`config.mk`:
```
export PLATFORM = sky130hd
export DESIGN_NAME = signed_pair_line_command_parser
export DESIGN_NICKNAME = d
export VERILOG_FILES = /design/src/rtl/splcp_pkg.sv /design/src/rtl/signed_pair_line_command_parser.sv
export VERILOG_INCLUDE_DIRS = /design/src /design/src/rtl
export SDC_FILE = /design/constraint.sdc
export NUM_CORES = 1
export LEC_CHECK = 0
export ABC_CLOCK_PERIOD_IN_PS = 9300
export BUFFER_PORTS_ARGS = -buffer_cell sky130_fd_sc_hd__buf_2
export CAP_MARGIN = 20
export CORE_MARGIN = 3
export CORE_UTILIZATION = 55
export CTS_BUF_LIST = sky130_fd_sc_hd__clkbuf_8 sky130_fd_sc_hd__clkbuf_16
export DETAILED_ROUTE_END_ITERATION = 16
export PLACE_DENSITY_LB_ADDON = 0.25
export SLEW_MARGIN = 20
export SYNTH_ARGS = -nofsm -noshare
export SYNTH_HDL_FRONTEND = slang
export SYNTH_SLANG_ARGS = --single-unit
```
`constraint.sdc`:
```
create_clock -name clk_i -period 9.3 [get_ports clk_i]
set_input_delay 1.86 -clock clk_i [delete_from_list [all_inputs] [get_ports clk_i]]
set_output_delay 1.86 -clock clk_i [all_outputs]
set_load 0.01 [all_outputs]
```
`src/rtl/assert_macros.svh`:
```
// ---------------------------------------------------------------------------
// Assertion macros
// Concurrent checks on clk_i, disabled while rst_ni is low. Both macros
// collapse to nothing when SYNTH is defined.
// ---------------------------------------------------------------------------
`ifndef ASSERT_MACROS_SVH
`define ASSERT_MACROS_SVH

`ifndef SYNTH
// Check a property at every rising edge of clk_i
`define ASSERT_PROP(label, prop, msg) \
  label: assert property (@(posedge clk_i) disable iff (!rst_ni) (prop)) else $error(msg);
// Check that cons holds in the cycle after ante
`define ASSERT_NEXT(label, ante, cons, msg) \
  label: assert property (@(posedge clk_i) disable iff (!rst_ni) (ante) |=> (cons)) \
    else $error(msg);
`else
`define ASSERT_PROP(label, prop, msg)
`define ASSERT_NEXT(label, ante, cons, msg)
`endif

`endif

```
`src/rtl/splcp_pkg.sv`:
```
// ---------------------------------------------------------------------------
// splcp_pkg
// Types and constants of the signed pair line command parser: grammar
// phases, character codes and the digit magnitude ceiling.
// ---------------------------------------------------------------------------
package splcp_pkg;

  // Position in the line grammar
  typedef logic [2:0] phase_t;

  localparam phase_t PH_R_START = 3'd0;
  localparam phase_t PH_R_WS    = 3'd1;
  localparam phase_t PH_R_SIGN  = 3'd2;
  localparam phase_t PH_R_DIG   = 3'd3;
  localparam phase_t PH_L_START = 3'd4;
  localparam phase_t PH_L_SIGN  = 3'd5;
  localparam phase_t PH_L_DIG   = 3'd6;
  localparam phase_t PH_L_TAIL  = 3'd7;

  // Character codes
  localparam logic [7:0] CH_TAB   = 8'h09;
  localparam logic [7:0] CH_LF    = 8'h0A;
  localparam logic [7:0] CH_CR    = 8'h0D;
  localparam logic [7:0] CH_SPACE = 8'h20;
  localparam logic [7:0] CH_PLUS  = 8'h2B;
  localparam logic [7:0] CH_MINUS = 8'h2D;
  localparam logic [7:0] CH_SLASH = 8'h2F;
  localparam logic [7:0] CH_ZERO  = 8'h30;
  localparam logic [7:0] CH_NINE  = 8'h39;

  // Digit magnitude saturates here
  localparam logic [8:0] MAG_MAX = 9'd511;

  // Reset value of the clamp bound
  localparam logic [7:0] PWM_LIMIT_RST = 8'd255;

endpackage

```
`src/rtl/signed_pair_line_command_parser.sv`:
```
// ---------------------------------------------------------------------------
// signed_pair_line_command_parser: parses "right/left" decimal pairs per line
// Path: a byte beat is registered in the input stage, then parsed into the
// result register; a line end loads it only with a valid, changed pair.
// Throughput: one byte per cycle while no result stall holds the input stage.
// Reset: parser, last sent pair and output valid clear; pwm limit returns to 255.
// ---------------------------------------------------------------------------
`include "assert_macros.svh"

module signed_pair_line_command_parser #(
  parameter int LINE_BUFFER_SIZE = 32
) (
  input  logic              clk_i,
  input  logic              rst_ni,
  // configuration write channel
  input  logic              cfg_valid_i,
  output logic              cfg_ready_o,
  input  logic [7:0]        cfg_data_i,
  // byte input channel
  input  logic              in_valid_i,
  output logic              in_stall_o,
  input  logic [7:0]        rx_byte_i,
  // result channel
  output logic              out_valid_o,
  input  logic              out_stall_i,
  output logic signed [8:0] right_drive_o,
  output logic signed [8:0] left_drive_o
);

  localparam int LenW = $clog2(LINE_BUFFER_SIZE);
  localparam logic [LenW-1:0] LenLast = LenW'(LINE_BUFFER_SIZE - 1);

  // Multiply by ten, add a digit, saturate
  function automatic logic [8:0] add_digit(input logic [8:0] mag, input logic [3:0] d);
    logic [12:0] v;
    v = {1'b0, mag, 3'b000} + {3'b000, mag, 1'b0} + {9'd0, d};
    return (v > {4'd0, splcp_pkg::MAG_MAX}) ? splcp_pkg::MAG_MAX : v[8:0];
  endfunction

  // Clamp a magnitude to the limit and apply the sign
  function automatic logic [8:0] clamp_pattern(input logic neg, input logic [8:0] mag,
                                               input logic [7:0] lim);
    logic [8:0] m;
    m = (mag > {1'b0, lim}) ? {1'b0, lim} : mag;
    return neg ? (~m + 9'd1) : m;
  endfunction

  // Configuration register
  logic [7:0] pwm_limit_q;

  assign cfg_ready_o = 1'b1;

  always_ff @(posedge clk_i or negedge rst_ni) begin
    if (!rst_ni) begin
      pwm_limit_q <= splcp_pkg::PWM_LIMIT_RST;
    end else if (cfg_valid_i && cfg_ready_o) begin
      pwm_limit_q <= cfg_data_i;
    end
  end

  // Input register stage
  logic       s1_valid_q, s1_valid_d;
  logic [7:0] s1_byte_q;
  logic       s1_adv, s1_fire, in_fire;
  logic       out_valid_q, out_valid_d;

  assign s1_adv     = !out_valid_q || !out_stall_i;
  assign s1_fire    = s1_valid_q && s1_adv;
  assign in_stall_o = s1_valid_q && !s1_adv;
  assign in_fire    = in_valid_i && !in_stall_o;

  always_comb begin
    s1_valid_d = s1_valid_q;
    if (in_fire) begin
      s1_valid_d = 1'b1;
    end else if (s1_adv) begin
      s1_valid_d = 1'b0;
    end
  end

  always_ff @(posedge clk_i or negedge rst_ni) begin
    if (!rst_ni) begin
      s1_valid_q <= 1'b0;
    end else begin
      s1_valid_q <= s1_valid_d;
    end
  end

  always_ff @(posedge clk_i) begin
    if (in_fire) begin
      s1_byte_q <= rx_byte_i;
    end
  end

  // Parser state
  logic [LenW-1:0]   len_q, len_d;
  splcp_pkg::phase_t phase_q, phase_d;
  logic              invalid_q, invalid_d;
  logic              r_neg_q, r_neg_d, l_neg_q, l_neg_d;
  logic [8:0]        r_mag_q, r_mag_d, l_mag_q, l_mag_d;
  logic              last_valid_q, last_valid_d;
  logic [8:0]        last_r_q, last_r_d, last_l_q, last_l_d;

  // Classify the byte
  logic       is_eol, is_dig, is_ws, is_sgn, is_sl, is_collect, is_minus;
  logic [3:0] digit;
  logic [8:0] r_add, l_add;
  logic [8:0] r_pat, l_pat;
  logic       line_ok, emit;

  assign is_eol     = (s1_byte_q == splcp_pkg::CH_CR) || (s1_byte_q == splcp_pkg::CH_LF);
  assign is_dig     = (s1_byte_q >= splcp_pkg::CH_ZERO) && (s1_byte_q <= splcp_pkg::CH_NINE);
  assign is_ws      = (s1_byte_q == splcp_pkg::CH_SPACE) || (s1_byte_q == splcp_pkg::CH_TAB);
  assign is_minus   = (s1_byte_q == splcp_pkg::CH_MINUS);
  assign is_sgn     = is_minus || (s1_byte_q == splcp_pkg::CH_PLUS);
  assign is_sl      = (s1_byte_q == splcp_pkg::CH_SLASH);
  assign is_collect = is_dig || is_ws || is_sgn || is_sl;
  assign digit      = s1_byte_q[3:0];
  assign r_add      = add_digit(r_mag_q, digit);
  assign l_add      = add_digit(l_mag_q, digit);

  // Pair and its emission test at line end
  assign r_pat   = clamp_pattern(r_neg_q, r_mag_q, pwm_limit_q);
  assign l_pat   = clamp_pattern(l_neg_q, l_mag_q, pwm_limit_q);
  assign line_ok = (len_q != '0) && !invalid_q &&
                   ((phase_q == splcp_pkg::PH_L_START) || (phase_q == splcp_pkg::PH_L_DIG) ||
                    (phase_q == splcp_pkg::PH_L_TAIL));
  assign emit    = s1_fire && is_eol && line_ok &&
                   (!last_valid_q || (r_pat != last_r_q) || (l_pat != last_l_q));

  // Advance the grammar by one byte
  always_comb begin
    len_d        = len_q;
    phase_d      = phase_q;
    invalid_d    = invalid_q;
    r_neg_d      = r_neg_q;
    r_mag_d      = r_mag_q;
    l_neg_d      = l_neg_q;
    l_mag_d      = l_mag_q;
    last_valid_d = last_valid_q;
    last_r_d     = last_r_q;
    last_l_d     = last_l_q;

    if (s1_fire) begin
      if (is_collect && !is_eol && (len_q < LenLast)) begin
        len_d = len_q + LenW'(1);
        if (!invalid_q) begin
          unique case (phase_q)
            splcp_pkg::PH_R_START, splcp_pkg::PH_R_WS: begin
              if (is_sl && (phase_q == splcp_pkg::PH_R_START)) begin
                phase_d = splcp_pkg::PH_L_START;
              end else if (is_ws) begin
                phase_d = splcp_pkg::PH_R_WS;
              end else if (is_sgn) begin
                r_neg_d = is_minus;
                phase_d = splcp_pkg::PH_R_SIGN;
              end else if (is_dig) begin
                r_mag_d = r_add;
                phase_d = splcp_pkg::PH_R_DIG;
              end else begin
                invalid_d = 1'b1;
              end
            end
            splcp_pkg::PH_R_SIGN: begin
              if (is_dig) begin
                r_mag_d = r_add;
                phase_d = splcp_pkg::PH_R_DIG;
              end else begin
                invalid_d = 1'b1;
              end
            end
            splcp_pkg::PH_R_DIG: begin
              if (is_dig) begin
                r_mag_d = r_add;
              end else if (is_sl) begin
                phase_d = splcp_pkg::PH_L_START;
              end else begin
                invalid_d = 1'b1;
              end
            end
            splcp_pkg::PH_L_START: begin
              if (is_ws) begin
                phase_d = splcp_pkg::PH_L_START;
              end else if (is_sgn) begin
                l_neg_d = is_minus;
                phase_d = splcp_pkg::PH_L_SIGN;
              end else if (is_dig) begin
                l_mag_d = l_add;
                phase_d = splcp_pkg::PH_L_DIG;
              end else begin
                invalid_d = 1'b1;
              end
            end
            splcp_pkg::PH_L_SIGN: begin
              if (is_dig) begin
                l_mag_d = l_add;
                phase_d = splcp_pkg::PH_L_DIG;
              end else begin
                invalid_d = 1'b1;
              end
            end
            splcp_pkg::PH_L_DIG: begin
              if (is_dig) begin
                l_mag_d = l_add;
              end else if (is_ws) begin
                phase_d = splcp_pkg::PH_L_TAIL;
              end else begin
                invalid_d = 1'b1;
              end
            end
            splcp_pkg::PH_L_TAIL: begin
              if (!is_ws) begin
                invalid_d = 1'b1;
              end
            end
            default: begin
              invalid_d = 1'b1;
            end
          endcase
        end
      end else begin
        // drop the line: end of line, foreign byte or overflow
        len_d     = '0;
        phase_d   = splcp_pkg::PH_R_START;
        invalid_d = 1'b0;
        r_neg_d   = 1'b0;
        r_mag_d   = '0;
        l_neg_d   = 1'b0;
        l_mag_d   = '0;
      end

      if (emit) begin
        last_valid_d = 1'b1;
        last_r_d     = r_pat;
        last_l_d     = l_pat;
      end
    end
  end

  always_ff @(posedge clk_i or negedge rst_ni) begin
    if (!rst_ni) begin
      len_q        <= '0;
      phase_q      <= splcp_pkg::PH_R_START;
      invalid_q    <= 1'b0;
      r_neg_q      <= 1'b0;
      r_mag_q      <= '0;
      l_neg_q      <= 1'b0;
      l_mag_q      <= '0;
      last_valid_q <= 1'b0;
      last_r_q     <= '0;
      last_l_q     <= '0;
    end else begin
      len_q        <= len_d;
      phase_q      <= phase_d;
      invalid_q    <= invalid_d;
      r_neg_q      <= r_neg_d;
      r_mag_q      <= r_mag_d;
      l_neg_q      <= l_neg_d;
      l_mag_q      <= l_mag_d;
      last_valid_q <= last_valid_d;
      last_r_q     <= last_r_d;
      last_l_q     <= last_l_d;
    end
  end

  // Result register
  logic [8:0] out_r_q, out_l_q;

  always_comb begin
    out_valid_d = out_valid_q;
    if (emit) begin
      out_valid_d = 1'b1;
    end else if (!out_stall_i) begin
      out_valid_d = 1'b0;
    end
  end

  always_ff @(posedge clk_i or negedge rst_ni) begin
    if (!rst_ni) begin
      out_valid_q <= 1'b0;
    end else begin
      out_valid_q <= out_valid_d;
    end
  end

  always_ff @(posedge clk_i) begin
    if (emit) begin
      out_r_q <= r_pat;
      out_l_q <= l_pat;
    end
  end

  assign out_valid_o   = out_valid_q;
  assign right_drive_o = out_r_q;
  assign left_drive_o  = out_l_q;

  // Checks
  `ASSERT_PROP(a_out_matches_last,
    !out_valid_q || (last_valid_q && (out_r_q == last_r_q) && (out_l_q == last_l_q)),
    "pending result differs from last sent pair")
  `ASSERT_PROP(a_empty_line_clean,
    (len_q != '0) || ((phase_q == splcp_pkg::PH_R_START) && !invalid_q),
    "empty line carries parser state")
  `ASSERT_NEXT(a_byte_held, s1_valid_q && !s1_adv,
    s1_valid_q && $stable(s1_byte_q), "held byte lost while result stalled")
  `ASSERT_NEXT(a_no_overwrite, out_valid_q && out_stall_i,
    out_valid_q && $stable(out_r_q) && $stable(out_l_q), "stalled result overwritten")

endmodule

```
# Yosys cells after proc, flatten, opt, wreduce, memory -nomap -nowiden
# Cells that the tools add are included.
# word_totals
regBits	84
out_inout_bits	21
# classes
add_sub_neg	7
magnitude_cmp	7
n_eq_ne	35
muxes	58
bitwise	2
n_reduce_logical	43
# op_table
op	count
9-bit 2-to-1 mux	17
3-bit 2-to-1 mux	13
9-bit one-hot mux with 2 select lines	2
8-bit by 6-bit == test with 1-bit output (second input constant)	4
3-bit != test (second input constant)	10
12-bit by 10-bit adder with 13-bit output	2
13-bit by 4-bit adder with 13-bit output	2
13-bit by 9-bit greater-than comparator with 1-bit output (second input constant)	2
8-bit by 4-bit == test with 1-bit output (second input constant)	3
1-bit 2-to-1 mux	23
9-bit by 1-bit adder with 9-bit output (second input constant)	2
9-bit by 8-bit greater-than comparator with 1-bit output	2
9-bit != test	2
9-bit NOT	2
3-bit one-hot mux with 6 select lines	1
3-bit == test (second input constant)	4
1-bit logical AND	12
6-bit AND reduction	2
1-bit logical OR	11
2-bit != test (second input constant)	5
5-bit AND reduction	2
8-bit by 6-bit >= comparator with 1-bit output (second input constant)	1
8-bit by 6-bit less-or-equal comparator with 1-bit output (second input constant)	1
2-bit OR reduction	4
15 further kinds	23

# Depth between registers and ports, before layout
# Gate-level depths: netlist of run 1.
# logic_depth
depth_word	11
mapped_depth	21
mapped_depth_nobuf	18

# Least setup slack after synthesis of run 1
# OpenSTA, ideal clock, no wires.
# synth_path
path_kind	flip-flop to flip-flop
from	register pwm_limit_q[4]
to	register last_l_q[3]
setup_time_ns	0.125
arrival_time_ns	4.981
slack_ns	4.194
path_stages_with_launch	22
path_cell_list	dfstp_2 > buf_2 > inv_1 > ha_1 > nand3_1 > or3_1 > buf_2 > o21ai_2 > clkbuf_8 > mux2_2 > inv_1 > ha_1 > nor3b_2 > a211oi_1 > or3_1 > a221oi_1 > a211oi_1 > nor3_1 > nand4_2 > o41ai_4 > buf_8 > mux2_4
# synth_lines
element	line	source
start: declaration	signed_pair_line_command_parser.sv:49	logic [7:0] pwm_limit_q;
start signal: assignment	signed_pair_line_command_parser.sv:55	pwm_limit_q <= splcp_pkg::PWM_LIMIT_RST;
start signal: assignment	signed_pair_line_command_parser.sv:57	pwm_limit_q <= cfg_data_i;
9-bit by 8-bit greater-than comparator with 1-bit output (*)	signed_pair_line_command_parser.sv:44	m = (mag > {1'b0, lim}) ? {1'b0, lim} : mag;
9-bit 2-to-1 mux (*)	signed_pair_line_command_parser.sv:44	
9-bit NOT	signed_pair_line_command_parser.sv:45	return neg ? (~m + 9'd1) : m;
9-bit by 1-bit adder with 9-bit output	signed_pair_line_command_parser.sv:45	
9-bit 2-to-1 mux (*)	signed_pair_line_command_parser.sv:45	
net l_pat[0]	signed_pair_line_command_parser.sv:108	logic [8:0] r_pat, l_pat;
9-bit != test (*)	signed_pair_line_command_parser.sv:129	(!last_valid_q || (r_pat != last_r_q) || (l_pat != last_l_q));
1-bit logical OR (*)	signed_pair_line_command_parser.sv:129	
1-bit logical AND (*)	signed_pair_line_command_parser.sv:128	assign emit = s1_fire && is_eol && line_ok &&
2-bit AND reduction (no line) (*)	--	
end signal: assignment	signed_pair_line_command_parser.sv:262	last_l_q <= last_l_d;
end: declaration	signed_pair_line_command_parser.sv:102	logic [8:0] last_r_q, last_r_d, last_l_q, last_l_d;
# The timed path passes the listed nets; every way through them passes the cells marked *.
# A chain may end at the register's enable or synchronous reset.

# Worst setup path in the final report of run 1
# layout_path
from	register pwm_limit_q[3]
to	register last_r_q[8]
# layout_lines
element	line	source
9-bit by 8-bit greater-than comparator with 1-bit output (*)	signed_pair_line_command_parser.sv:44	
9-bit 2-to-1 mux (*)	signed_pair_line_command_parser.sv:44	
9-bit NOT	signed_pair_line_command_parser.sv:45	
9-bit by 1-bit adder with 9-bit output	signed_pair_line_command_parser.sv:45	
9-bit 2-to-1 mux (*)	signed_pair_line_command_parser.sv:45	
net l_pat[0]	signed_pair_line_command_parser.sv:108	
9-bit != test (*)	signed_pair_line_command_parser.sv:129	
1-bit logical OR (*)	signed_pair_line_command_parser.sv:129	
1-bit logical AND (*)	signed_pair_line_command_parser.sv:128	
2-bit AND reduction (no line) (*)	--	
end signal: assignment	signed_pair_line_command_parser.sv:261	last_r_q <= last_r_d;
end: declaration	signed_pair_line_command_parser.sv:102	
# Marks and branches as above.

==> PnR_summary.wiki, run 1 <==
{| class="wikitable"
! Metric !! Value
|-
| Synth Area in Adders || 12.0%
|-
| Total track usage || 25.6%
|-
| Crit share post-route || 65.1%
|-
| Number of synthesized flops with an enable pin || 26
|-
| Global-route wire length before repair || 26.4 mm
|-
| Full die area || 12800 sq um
|-
| Total setup buffers inserted after CTS || 0
|-
| Critical Path End Type || flip-flop
|-
| Clock tree from TritonCTS || built
|-
| Switching share of power || 24.5%
|-
| Distinct cell type count after synthesis || 87
|-
| Height of the die || 113 um
|-
| Multiplexer area fraction after synthesis || 4.39%
|-
| Syn nets || 749
|-
| Final critical path time including I/O delays and setup || 6050 ps
|-
| Wire length on met3 || 1.11 mm
|-
| Highest fanout seen on the critical path || 14
|-
| Library cell contributing the largest single delay on the critical path || o41ai_4
|-
| Cells along the critical path || inv_1 -> ha_1 -> a21o_1 -> a21oi_1 -> a21oi_2 -> o21ai_2 -> mux2_2 -> inv_1 -> ha_1 -> nor3b_2 -> a211oi_1 -> or3_1 -> a221oi_1 -> a211oi_1 -> nor3_1 -> nand4_2 -> o41ai_4 -> buf_6 -> mux2_2
|-
| Placed Instances || 833
|-
| Detailed Route WL || 15.8 mm
|-
| Post-Synth Simple-Gate Area || 19.5%
|-
| Largest stage delay on the critical path || 780 ps
|-
| Detailed-routing iteration count for the pre-antenna-repair pass || 5
|-
| Area of the core region || 11000 sq um
|-
| Cts repair resizes || 0
|-
| Sequential power share || 44.7%
|-
| Input/output buffers || 40
|-
| Met1 wire length || 6.82 mm
|-
| Clock Path Buffers || 2
|-
| Most common library cell in the layout ignoring fill and taps || nand2_1
|-
| Final setup violation count || 0
|-
| WP data arrival || 6280 ps
|-
| Result of the run || completed
|-
| Share of the synthesized area in compound gates (AO/OA/AOI/OAI) || 18.6%
|-
| Number of antenna-violating nets in the routed design || 0
|-
| Number of diodes || 0
|-
| Clock slew seen by the registers of the worst setup and hold paths || 60 ps
|-
| Classification of the worst setup path || flip-flop to flip-flop
|-
| Total negative setup slack || 0 ps
|-
| Area added between synthesis and finish || 9.50%
|-
| Relative contribution of the clock network to total power || 44.6%
|-
| Initial Util || 57.1%
|-
| Post-synthesis share of cell area spent on xor and xnor gates || 5.64%
|-
| P_leak || 3.17 nW
|-
| Share of cells above drive strength 1 || 15.2%
|-
| Net count of the finished layout || 783
|-
| Main combinational cell family by area after synthesis || simple AND/OR/NAND/NOR gates
|-
| Vias per cell || 6.19
|-
| Mapped Area || 6300 sq um
|-
| Count of warnings emitted by yosys || 0
|-
| Startpoint types || flip-flop
|-
| Seq cells post-synth || 84
|-
| Post-synthesis async set-or-reset flop share || 69.0%
|-
| Pin count of the biggest net entering global routing || 59
|-
| Insertion delay to the later sink of the worst-skew pair || 340 ps
|-
| Hold-fix buffer count after cts || 0
|-
| Class of the tightest hold or removal check || flip-flop to flip-flop
|-
| Row count || 38
|-
| Setup repair after global routing missed its margin || false
|-
| WP data required || 9520 ps
|-
| Max-cap violations || 0
|-
| Final count of pins violating max slew || 0
|-
| Initial antenna violation count || 0
|-
| Sw power || 224 uW
|-
| Highest metal layer with signal wires || met4
|-
| Worst ir drop on vdd || 109 uV
|-
| Die width || 113 um
|-
| Average cell area after synthesis || 9.40 sq um
|-
| Vias in the first global route || 5277
|-
| Register area share after synthesis || 35.6%
|-
| TritonCTS Buffers || 9
|-
| Via count || 5253
|-
| Count of clock tree sinks || 84
|-
| Fill cells || 956
|-
| Headroom to the max-slew limit || 37.6%
|-
| Worst-case setup slack after placement || 3370 ps
|-
| Final WS setup || 3250 ps
|-
| Final non-filler cell area || 6900 sq um
|-
| Final hold violation count || 0
|-
| Setup clock skew after layout || 9.52 ps
|-
| Final HPWL from detailed placement || 11.9 mm
|-
| Iter 0 DRT Violations || 412
|-
| Count of non-filler cells in the finished layout || 849
|-
| Achievable frequency || 165 MHz
|-
| Most used flip-flop cell after synthesis || dfrtp_1
|-
| Power share of the combinational group || 10.6%
|-
| Overflow left after global routing || 0
|-
| Synth Instances || 670
|-
| Average wire per standard cell || 18.6 um
|-
| DRC Markers || 0
|-
| Total power per unit cell area || 132 nW/um^2
|-
| Internal power || 688 uW
|-
| Top library cells by usage in the layout, fill and taps aside || nand2_1, ha_1, o21ai_0
|-
| Cell area after placement || 6560 sq um
|-
| Slew at the pin with the worst max-slew slack || 936 ps
|-
| R2R Setup Slk || 3250 ps
|-
| IO Count || 42
|-
| Maximum level of the CTS H-tree || 3
|-
| Final weighted congestion in routability-driven placement || 0.941
|-
| Root Driver || clkbuf_16
|-
| Met2 wire length || 7.51 mm
|}
## path summary, 6_finish.rpt
check | startpoint | endpoint | cells after the start
worst max-delay path | pwm_limit_q[3]$_DFFE_PN1P_ | last_r_q[8]$_DFFE_PN0P_ | 19
worst min-delay path | last_l_q[4]$_DFFE_PN0P_ | last_l_q[4]$_DFFE_PN0P_ | 2
worst max register to register | pwm_limit_q[3]$_DFFE_PN1P_ | last_r_q[8]$_DFFE_PN0P_ | 19
worst min register to register | last_l_q[4]$_DFFE_PN0P_ | last_l_q[4]$_DFFE_PN0P_ | 2
max in group asynchronous | rst_ni | phase_q[0]$_DFFE_PN0P_ | 2
min in group asynchronous | rst_ni | last_r_q[1]$_DFFE_PN0P_ | 2
## power groups by stage
| stage | sequential (mW) | clock, mW | combinational (mW) |
|---|---|---|---|
| floorplan | 0.407 | 0 | 0.0716 |
| global route | 0.409 | 0.430 | 0.109 |
| finish | 0.408 | 0.407 | 0.0971 |
| detailed placement | 0.414 | 0 | 0.0961 |
| global placement | 0.414 | 0 | 0.0931 |
| CTS | 0.407 | 0.413 | 0.0968 |
## per-stage QoR
step	util (%)	power [mW]	hold slack, ps
final	62.5	0.912	474
after global routing	62.5	0.949	516
after CTS	62.5	0.917	479
after detailed placement	59.5	0.511	466
after global placement	59.4	0.507	457
after floorplan	-	0.478	440
## worst max-delay path, delay by kind of cell, from the launching register on
kind / cells / cell delay (ps)
buffers and inverters: 3 / 440
adder cells (fa/ha/maj): 2 / 610
AND/OR/NAND/NOR: 4 / 1040
flip-flops: 1 / 570
multiplexers: 2 / 790
AO/OA/AOI/OAI: 8 / 2480
## flip-flops by register name (all words and copies together), names as in the netlist
| signal | cells |
|---|---|
| invalid_q | 1 |
| l_mag_q | 9 |
| l_neg_q | 1 |
| last_l_q | 9 |
| last_r_q | 9 |
| last_valid_q | 1 |
| left_drive_o | 9 |
| len_q | 5 |
| out_valid_o | 1 |
| phase_q | 3 |
| pwm_limit_q | 8 |
| r_mag_q | 9 |
| r_neg_q | 1 |
| right_drive_o | 9 |
| s1_byte_q | 8 |
| s1_valid_q | 1 |
## per-layer routing
layer	global-route usage, %	up-vias
li1	-	2511
met1	33.8	2509
met2	42.5	204
met3	5.13	29
met4	8.25	0
met5	0	-
## area by class of cell
cell class,instances,area (sq um),share of cell area [%]
flip-flops and latches,84,2240,32.5
well taps,140,175,2.54
multi-input cells,532,3790,55.0
repair buffers,42,219,3.18
clock inverters,7,110,1.60
clock buffers,9,225,3.27
inverters,35,131,1.91
## cell families (layout without fill, tap and decap cells)
| logic type | after synthesis | after routing |
|---|---|---|
| mux | 23 | 23 |
| xor+xnor | 39 | 39 |
| compound gates | 174 | 174 |
| fa+ha+maj | 58 | 58 |
| buf+inv | 54 | 93 |
| simple gates | 237 | 237 |
| flops | 84 | 84 |
| other cells | 1 | 1 |
## cells in the mapped netlist (all sizes together), types with 6 or more instances
master | number | area share [%]
a21oi | 39 | 3.3
clkbuf | 12 | 1.0
buf | 7 | 1.1
dfstp | 8 | 3.3
mux2i | 7 | 1.1
o21bai | 6 | 0.72
dfrtp | 50 | 20
nor2b | 7 | 0.70
nand3 | 22 | 1.7
o211ai | 10 | 1.2
nand2b | 9 | 0.93
xnor2 | 22 | 3.1
ha | 54 | 11
inv | 35 | 2.1
and2 | 10 | 1.0
and4 | 7 | 0.99
nor2 | 48 | 2.9
edfxtp | 26 | 12
o21ai | 59 | 4.8
or4 | 6 | 0.77
nor3 | 14 | 1.1
or2 | 6 | 0.64
a211oi | 6 | 0.72
o41ai | 6 | 1.5
mux2 | 16 | 3.3
a21o | 7 | 0.83
nand2 | 76 | 4.5
xor2 | 16 | 2.2
Power figures use the tool's default switching activity.
==> inputs of run 2 (changes only) <==
--- a/config.mk
+++ b/config.mk
@@ -6,7 +6,8 @@
 export SDC_FILE = /design/constraint.sdc
 export NUM_CORES = 1
 export LEC_CHECK = 0
-export ABC_CLOCK_PERIOD_IN_PS = 9300
+export ABC_AREA = 1
+export ABC_CLOCK_PERIOD_IN_PS = 5800
 export BUFFER_PORTS_ARGS = -buffer_cell sky130_fd_sc_hd__buf_2
 export CAP_MARGIN = 20
 export CORE_MARGIN = 3
==> constraint.sdc (replaced) <==
create_clock -name clk_i -period 5.8 [get_ports clk_i]
set_input_delay 1.16 -clock clk_i [delete_from_list [all_inputs] [get_ports clk_i]]
set_output_delay 1.16 -clock clk_i [all_outputs]
set_load 0.01 [all_outputs]
==> run 2 against run 1 <==
Combinational power increased by 87%. Global-route usage decreased by 0.19 points. Critical path depth increased by 3. Non-clock buffer count unchanged. Design area decreased by 1.4%. Sequential power increased by 58%. Largest cell class unchanged. Clock skew about the same.
==> PnR_summary.wiki, run 2 <==
{| class="wikitable"
! Metric !! Value
|-
| Clock tree from TritonCTS || built
|-
| Input/output buffers || 40 (unchanged)
|-
| Vias per cell || 5.59 (-9.7%)
|-
| Final count of pins violating max slew || 0 (unchanged)
|-
| Count of clock tree sinks || 84 (unchanged)
|-
| Number of antenna-violating nets in the routed design || 0 (unchanged)
|-
| Critical Path End Type || flip-flop
|-
| Total power per unit cell area || 206 nW/um^2 (+56%)
|-
| Total negative setup slack || 0 ps (unchanged)
|-
| DRC Markers || 0 (unchanged)
|-
| Cts repair resizes || 0 (unchanged)
|-
| Classification of the worst setup path || flip-flop to flip-flop
|-
| Detailed Route WL || 15.3 mm (-2.9%)
|-
| R2R Setup Slk || 1300 ps (-1950 ps)
|-
| Initial antenna violation count || 0 (unchanged)
|-
| Hold-fix buffer count after cts || 0 (unchanged)
|-
| WP data required || 5790 ps (-3730 ps)
|-
| Max-cap violations || 0 (unchanged)
|-
| Synth Instances || 810 (+21%)
|-
| Slew at the pin with the worst max-slew slack || 791 ps (-146 ps)
|-
| Sequential standard cell area || 2240 sq um (unchanged)
|-
| Depth of the worst register-to-register path || 22 (+3)
|-
| Register area share after synthesis || 36.1% (+0.47 points)
|-
| Endpoint of the most critical register-to-register path || right_drive_o[1]$_DFFE_PP_
|-
| Total track usage || 25.4% (-0.19 points)
|-
| Final hold violation count || 0 (unchanged)
|-
| Top library cells by usage in the layout, fill and taps aside || nand2_1, inv_1, nand3_1
|-
| Clock Path Buffers || 2 (unchanged)
|-
| Total setup buffers inserted after CTS || 0 (unchanged)
|-
| Full die area || 12600 sq um (-1.2%)
|-
| WP data arrival || 4490 ps (-1790 ps)
|-
| Final critical path time including I/O delays and setup || 4500 ps (-1550 ps)
|-
| Footprint of the multi-input gates || 3440 sq um (-9.4%)
|-
| Count of warnings emitted by yosys || 0 (unchanged)
|-
| Net count of the finished layout || 927 (+18%)
|-
| Initial Util || 56.8% (-0.26 points)
|-
| Achievable frequency || 222 MHz (+34%)
|-
| Crit share post-route || 77.6% (+13 points)
|-
| Final setup violation count || 0 (unchanged)
|-
| Detailed-routing iteration count for the pre-antenna-repair pass || 5 (unchanged)
|-
| Number of diodes || 0 (unchanged)
|-
| P_leak || 3.64 nW (+15%)
|-
| Insertion delay to the later sink of the worst-skew pair || 350 ps (about the same)
|-
| Headroom to the max-slew limit || 47.3% (+9.7 points)
|-
| Average wire per standard cell || 15.4 um (-17%)
|-
| Most common library cell in the layout ignoring fill and taps || nand2_1
|-
| Area share of the largest cell type after synthesis || 20.1% (+0.26 points)
|-
| Via count || 5549 (+5.6%)
|-
| Root Driver || clkbuf_16
|-
| Vias in the first global route || 5597 (+6.1%)
|-
| Most used flip-flop cell after synthesis || dfrtp_1
|-
| Area of the core region || 10900 sq um (-0.86%)
|-
| Most common library cells after synthesis || nand2_1, inv_1, nand3_1, nor2_1, ha_1
|-
| First element of the critical path || pwm_limit_q[7]$_DFFE_PN1P_
|-
| Global-route wire length before repair || 25.9 mm (-1.9%)
|-
| Result of the run || completed
|-
| Class of the tightest hold or removal check || flip-flop to flip-flop
|-
| Fill cells || 1010 (+5.6%)
|-
| Mapped Area || 6210 sq um (-1.3%)
|-
| Setup clock skew after layout || 9.99 ps (+0.468 ps)
|-
| Syn nets || 889 (+19%)
|-
| Row count || 38 (unchanged)
|-
| Height of the die || 112 um (-0.62%)
|-
| Final weighted congestion in routability-driven placement || 0.941 (about the same)
|-
| Average cell area after synthesis || 7.67 sq um (-18%)
|-
| Startpoint types || flip-flop
|-
| Setup repair after global routing missed its margin || false
|-
| Post-synthesis async set-or-reset flop share || 69.0% (unchanged)
|-
| Clock slew seen by the registers of the worst setup and hold paths || 70 ps (about the same)
|-
| Total power || 1.40 mW (+54%)
|-
| TritonCTS Buffers || 9 (unchanged)
|-
| Seq cells post-synth || 84 (unchanged)
|-
| Distinct cell type count after synthesis || 50 (-43%)
|-
| Cell area after placement || 6500 sq um (-0.86%)
|-
| Cell type with the largest total area after synthesis || dfrtp_1
|-
| Hold Slack || 462 ps (-11.8 ps)
|-
| Last element of the critical path || right_drive_o[1]$_DFFE_PP_
|-
| Worst ir drop on vdd || 208 uV (+91%)
|-
| Leading post-synthesis cells by cell area || dfrtp_1, nand2_1, edfxtp_1, ha_1, inv_1
|-
| Cell with the most instances after synthesis || nand2_1
|-
| Die width || 112 um (-0.62%)
|-
| Number of synthesized flops with an enable pin || 26 (unchanged)
|-
| Iter 0 DRT Violations || 503 (+22%)
|-
| Startpoint of the lowest-slack register-to-register path || pwm_limit_q[7]$_DFFE_PN1P_
|-
| Overflow left after global routing || 0 (unchanged)
|-
| IO Count || 42 (unchanged)
|-
| Maximum level of the CTS H-tree || 3 (unchanged)
|-
| Final non-filler cell area || 6800 sq um (-1.4%)
|-
| Pin count of the biggest net entering global routing || 59 (unchanged)
|-
| Final HPWL from detailed placement || 11.8 mm (-1.2%)
|-
| Share of cells above drive strength 1 || 15.2% (about the same)
|-
| Area added between synthesis and finish || 9.40% (about the same)
|-
| Highest fanout seen on the critical path || 20 (+6)
|}
-- run 2: through the flow --
| stage | util (%) | instances | worst slack, ps |
|---|---|---|---|
| 3_5_place_dp | 59.5 | 977 | 1350 |
| 5_1_grt | 62.2 | 993 | 816 |
| 4_1_cts | 62.2 | 993 | 1320 |
| 3_3_place_gp | 59.5 | 977 | 1490 |
| 6_report | 62.2 | 993 | 1300 |
| 2_1_floorplan | - | 810 | 2150 |
-- run 2: worst max-delay path: stages (launching register included) --
cell,delay (ps)
dfstp_2,550
inv_1,80
ha_1,330
nand2_1,70
nor2_2,120
nand4_1,400
nand2_2,380
nand2_1,120
nand2_2,130
ha_1,200
nor2_1,70
nand3_1,90
nand2_1,70
nand2_1,60
nand2_1,40
nor2_1,90
nand3_1,70
nor2_1,90
nand2_1,60
nor2_2,140
nand3_4,230
nand2_4,320
inv_1,400
-- run 2: cell families (layout without fill, tap and decap cells) --
kind of cell,count (synthesis),in the layout,synth area share [%]
compound gates,88,88,8.54
fa+ha+maj,58,58,12.2
simple gates,443,443,33.8
xor+xnor,4,4,0.564
buf+inv,131,174,8.64
other cells,1,1,0.0603
mux,1,1,0.161
flops,84,84,36.1
-- run 2: power by group --
| group | switching, mW | internal (mW) |
|---|---|---|
| Clock | 0.234 | 0.341 |
| Sequential | 0.0142 | 0.628 |
| Combinational | 0.123 | 0.0593 |
-- run 2: layer usage --
metal  part of all wire, %  track usage, %  wire length, um
met5                     0               0                0
met4                   3.1            10.4              474
met3                   4.3            5.23              658
met2                    50            44.7             7660
met1                    43            30.4             6520
-- run 2: worst min path at each step --
| stage | start | endpoint | slack (ps) | cells after the start |
|---|---|---|---|---|
| 2_1_floorplan | last_valid_q$_DFFE_PN0P_ | last_valid_q$_DFFE_PN0P_ | 420 | 2 |
| 3_3_place_gp | last_valid_q$_DFFE_PN0P_ | last_valid_q$_DFFE_PN0P_ | 440 | 2 |
| 3_5_place_dp | last_valid_q$_DFFE_PN0P_ | last_valid_q$_DFFE_PN0P_ | 440 | 2 |
| 4_1_cts | last_valid_q$_DFFE_PN0P_ | last_valid_q$_DFFE_PN0P_ | 470 | 2 |
| 5_1_grt | last_valid_q$_DFFE_PN0P_ | last_valid_q$_DFFE_PN0P_ | 490 | 2 |
| 6_report | last_valid_q$_DFFE_PN0P_ | last_valid_q$_DFFE_PN0P_ | 460 | 2 |
-- run 2: final cells by class --
class,instances,area share (%)
sequential,84,33.0
clock buffer,10,3.51
tap,140,2.58
inverter,116,6.40
clock inverter,6,0.828
multi-input combinational,595,50.5
timing repair buffer,42,3.17
==> inputs of run 3 (changes only) <==
--- a/config.mk
+++ b/config.mk
@@ -7,7 +7,7 @@
 export NUM_CORES = 1
 export LEC_CHECK = 0
 export ABC_AREA = 1
-export ABC_CLOCK_PERIOD_IN_PS = 5800
+export ABC_CLOCK_PERIOD_IN_PS = 4600
 export BUFFER_PORTS_ARGS = -buffer_cell sky130_fd_sc_hd__buf_2
 export CAP_MARGIN = 20
 export CORE_MARGIN = 3
==> constraint.sdc (replaced) <==
create_clock -name clk_i -period 4.6 [get_ports clk_i]
set_input_delay 0.92 -clock clk_i [delete_from_list [all_inputs] [get_ports clk_i]]
set_output_delay 0.92 -clock clk_i [all_outputs]
set_load 0.01 [all_outputs]
==> run 3 against run 2 <==
Via count hardly changed. Routed wire length hardly changed. Global-route usage is 0.30 points higher. Combinational power is 25% higher. Critical path type unchanged. Highest routed layer unchanged.
==> PnR_summary.wiki, run 3 (same netlist as run 2, synthesis figures left out) <==
{| class="wikitable"
! Metric !! Value
|-
| Result of the run || completed
|-
| Highest fanout seen on the critical path || 18 (-10%)
|-
| Clock tree from TritonCTS || built
|-
| P_leak || 3.65 nW (+0.17%)
|-
| R2R Setup Slk || 460 ps (-830 ps)
|-
| Share of cells above drive strength 1 || 15.6% (+0.40 points)
|-
| Net count of the finished layout || 931 (+0.43%)
|-
| Vias per cell || 5.56 (-0.47%)
|-
| Setup repair after global routing missed its margin || false
|-
| Final setup violation count || 0 (unchanged)
|-
| Detailed-routing iteration count for the pre-antenna-repair pass || 5 (unchanged)
|-
| Final hold violation count || 0 (unchanged)
|-
| Input/output buffers || 40 (unchanged)
|-
| Crit share post-route || 89.9% (+12 points)
|-
| Number of antenna-violating nets in the routed design || 0 (unchanged)
|-
| DRC Markers || 0 (unchanged)
|-
| Hold Slack || 456 ps (-6.68 ps)
|-
| Count of clock tree sinks || 84 (unchanged)
|-
| Full die area || 12600 sq um (unchanged)
|-
| Startpoint types || flip-flop
|-
| Total power || 1.75 mW (+25%)
|-
| Global-route wire length before repair || 26.2 mm (+1.1%)
|-
| Max-cap violations || 0 (unchanged)
|-
| Final HPWL from detailed placement || 11.8 mm (+0.25%)
|-
| Area added between synthesis and finish || 9.85%
|-
| Startpoint of the lowest-slack register-to-register path || pwm_limit_q[6]$_DFFE_PN1P_
|-
| Row count || 38 (unchanged)
|-
| Top library cells by usage in the layout, fill and taps aside || nand2_1, inv_1, nand3_1
|-
| Total track usage || 25.7% (+0.30 points)
|-
| Achievable frequency || 242 MHz (+8.8%)
|-
| Die width || 112 um (unchanged)
|-
| Total power per unit cell area || 257 nW/um^2 (+25%)
|-
| Depth of the worst register-to-register path || 19 (-14%)
|-
| Clock slew seen by the registers of the worst setup and hold paths || 60 ps (about the same)
|-
| Last element of the critical path || left_drive_o[4]$_DFFE_PP_
|-
| WP data arrival || 4110 ps (-380 ps)
|-
| Initial Util || 56.8% (unchanged)
|-
| Headroom to the max-slew limit || 53.0% (+5.8 points)
|-
| Most common library cell in the layout ignoring fill and taps || nand2_1
|-
| Fill cells || 949 (-6.0%)
|-
| Cts repair resizes || 0 (unchanged)
|-
| Overflow left after global routing || 0 (unchanged)
|-
| WP data required || 4580 ps (-1210 ps)
|-
| Hold-fix buffer count after cts || 0 (unchanged)
|-
| Final critical path time including I/O delays and setup || 4140 ps (-365 ps)
|-
| Height of the die || 112 um (unchanged)
|-
| Detailed Route WL || 15.3 mm (about the same)
|-
| Worst ir drop on vdd || 227 uV (+9.3%)
|-
| Iter 0 DRT Violations || 405 (-19%)
|-
| Class of the tightest hold or removal check || flip-flop to flip-flop
|-
| Area of the core region || 10900 sq um (unchanged)
|-
| Number of diodes || 0 (unchanged)
|-
| Endpoint of the most critical register-to-register path || left_drive_o[4]$_DFFE_PP_
|-
| Pin count of the biggest net entering global routing || 35 (-41%)
|-
| TritonCTS Buffers || 9 (unchanged)
|-
| Average wire per standard cell || 15.3 um (-0.49%)
|-
| Final non-filler cell area || 6830 sq um (+0.40%)
|-
| Insertion delay to the later sink of the worst-skew pair || 350 ps (about the same)
|-
| Clock Path Buffers || 2 (unchanged)
|-
| Setup clock skew after layout || 7.55 ps (-2.44 ps)
|-
| Total negative setup slack || 0 ps (unchanged)
|-
| Cell area after placement || 6510 sq um (+0.12%)
|-
| Initial antenna violation count || 0 (unchanged)
|-
| Root Driver || clkbuf_16
|-
| Final weighted congestion in routability-driven placement || 0.945 (+0.37%)
|-
| Final count of pins violating max slew || 0 (unchanged)
|-
| Final core utilization || 62.4% (+0.25 points)
|-
| Vias in the first global route || 5621 (+0.43%)
|-
| IO Count || 42 (unchanged)
|-
| Total setup buffers inserted after CTS || 0 (unchanged)
|-
| Maximum level of the CTS H-tree || 3 (unchanged)
|-
| First element of the critical path || pwm_limit_q[6]$_DFFE_PN1P_
|-
| Slew at the pin with the worst max-slew slack || 701 ps (-89.4 ps)
|-
| Via count || 5545 (-0.072%)
|-
| Critical Path End Type || flip-flop
|-
| Classification of the worst setup path || flip-flop to flip-flop
|}
## run 3: layer usage
metal | wire [um] | track usage [%] | vias to the layer above
met5 | 0 | 0 | -
met4 | 375 | 8.97 | 0
met3 | 769 | 5.61 | 32
met2 | 7730 | 45.5 | 154
met1 | 6430 | 31.0 | 2600
li1 | - | - | 2759
## run 3: layout make-up
| type | count | area [sq um] | area share [%] |
|---|---|---|---|
| clock buffers | 9 | 225 | 3.30 |
| clock inverters | 7 | 67.6 | 0.990 |
| inverters | 116 | 435 | 6.38 |
| multi-input cells | 595 | 3440 | 50.3 |
| flip-flops and latches | 84 | 2240 | 32.8 |
| well taps | 140 | 175 | 2.57 |
| repair buffers | 46 | 245 | 3.59 |
## run 3: critical path, stage by stage, from the launching register on
cell	delay [ps]
dfstp_2	560
inv_1	100
ha_1	320
nand2_2	110
inv_1	60
a21oi_2	190
nand3_4	160
nand2_4	210
nand2_1	100
nand2_1	120
ha_1	220
nand3_2	110
nor2_4	110
nand3_2	90
o21ai_2	210
xor2_1	230
nor2_2	80
nand3_4	180
nand2_4	60
inv_1	520
## run 3: per-stage QoR
step | worst slack, ps | std cells
5_1_grt | 1.46 | 997
2_1_floorplan | 950 | 810
6_report | 464 | 997
3_5_place_dp | 362 | 978
4_1_cts | 281 | 994
3_3_place_gp | 532 | 978
## run 3: power breakdown
group / switching [mW] / internal, mW
combinational: 0.153 / 0.0752
clock: 0.298 / 0.417
sequential: 0.0178 / 0.792
## run 3: how the worst min path moves through the flow
stage / slack, ps / cells after the start / end / start
global placement: 440 / 2 / last_valid_q$_DFFE_PN0P_ / last_valid_q$_DFFE_PN0P_
finish: 460 / 2 / last_valid_q$_DFFE_PN0P_ / last_valid_q$_DFFE_PN0P_
detailed placement: 450 / 2 / last_valid_q$_DFFE_PN0P_ / last_valid_q$_DFFE_PN0P_
CTS: 460 / 2 / last_valid_q$_DFFE_PN0P_ / last_valid_q$_DFFE_PN0P_
global route: 500 / 2 / last_valid_q$_DFFE_PN0P_ / last_valid_q$_DFFE_PN0P_
floorplan: 420 / 2 / last_valid_q$_DFFE_PN0P_ / last_valid_q$_DFFE_PN0P_
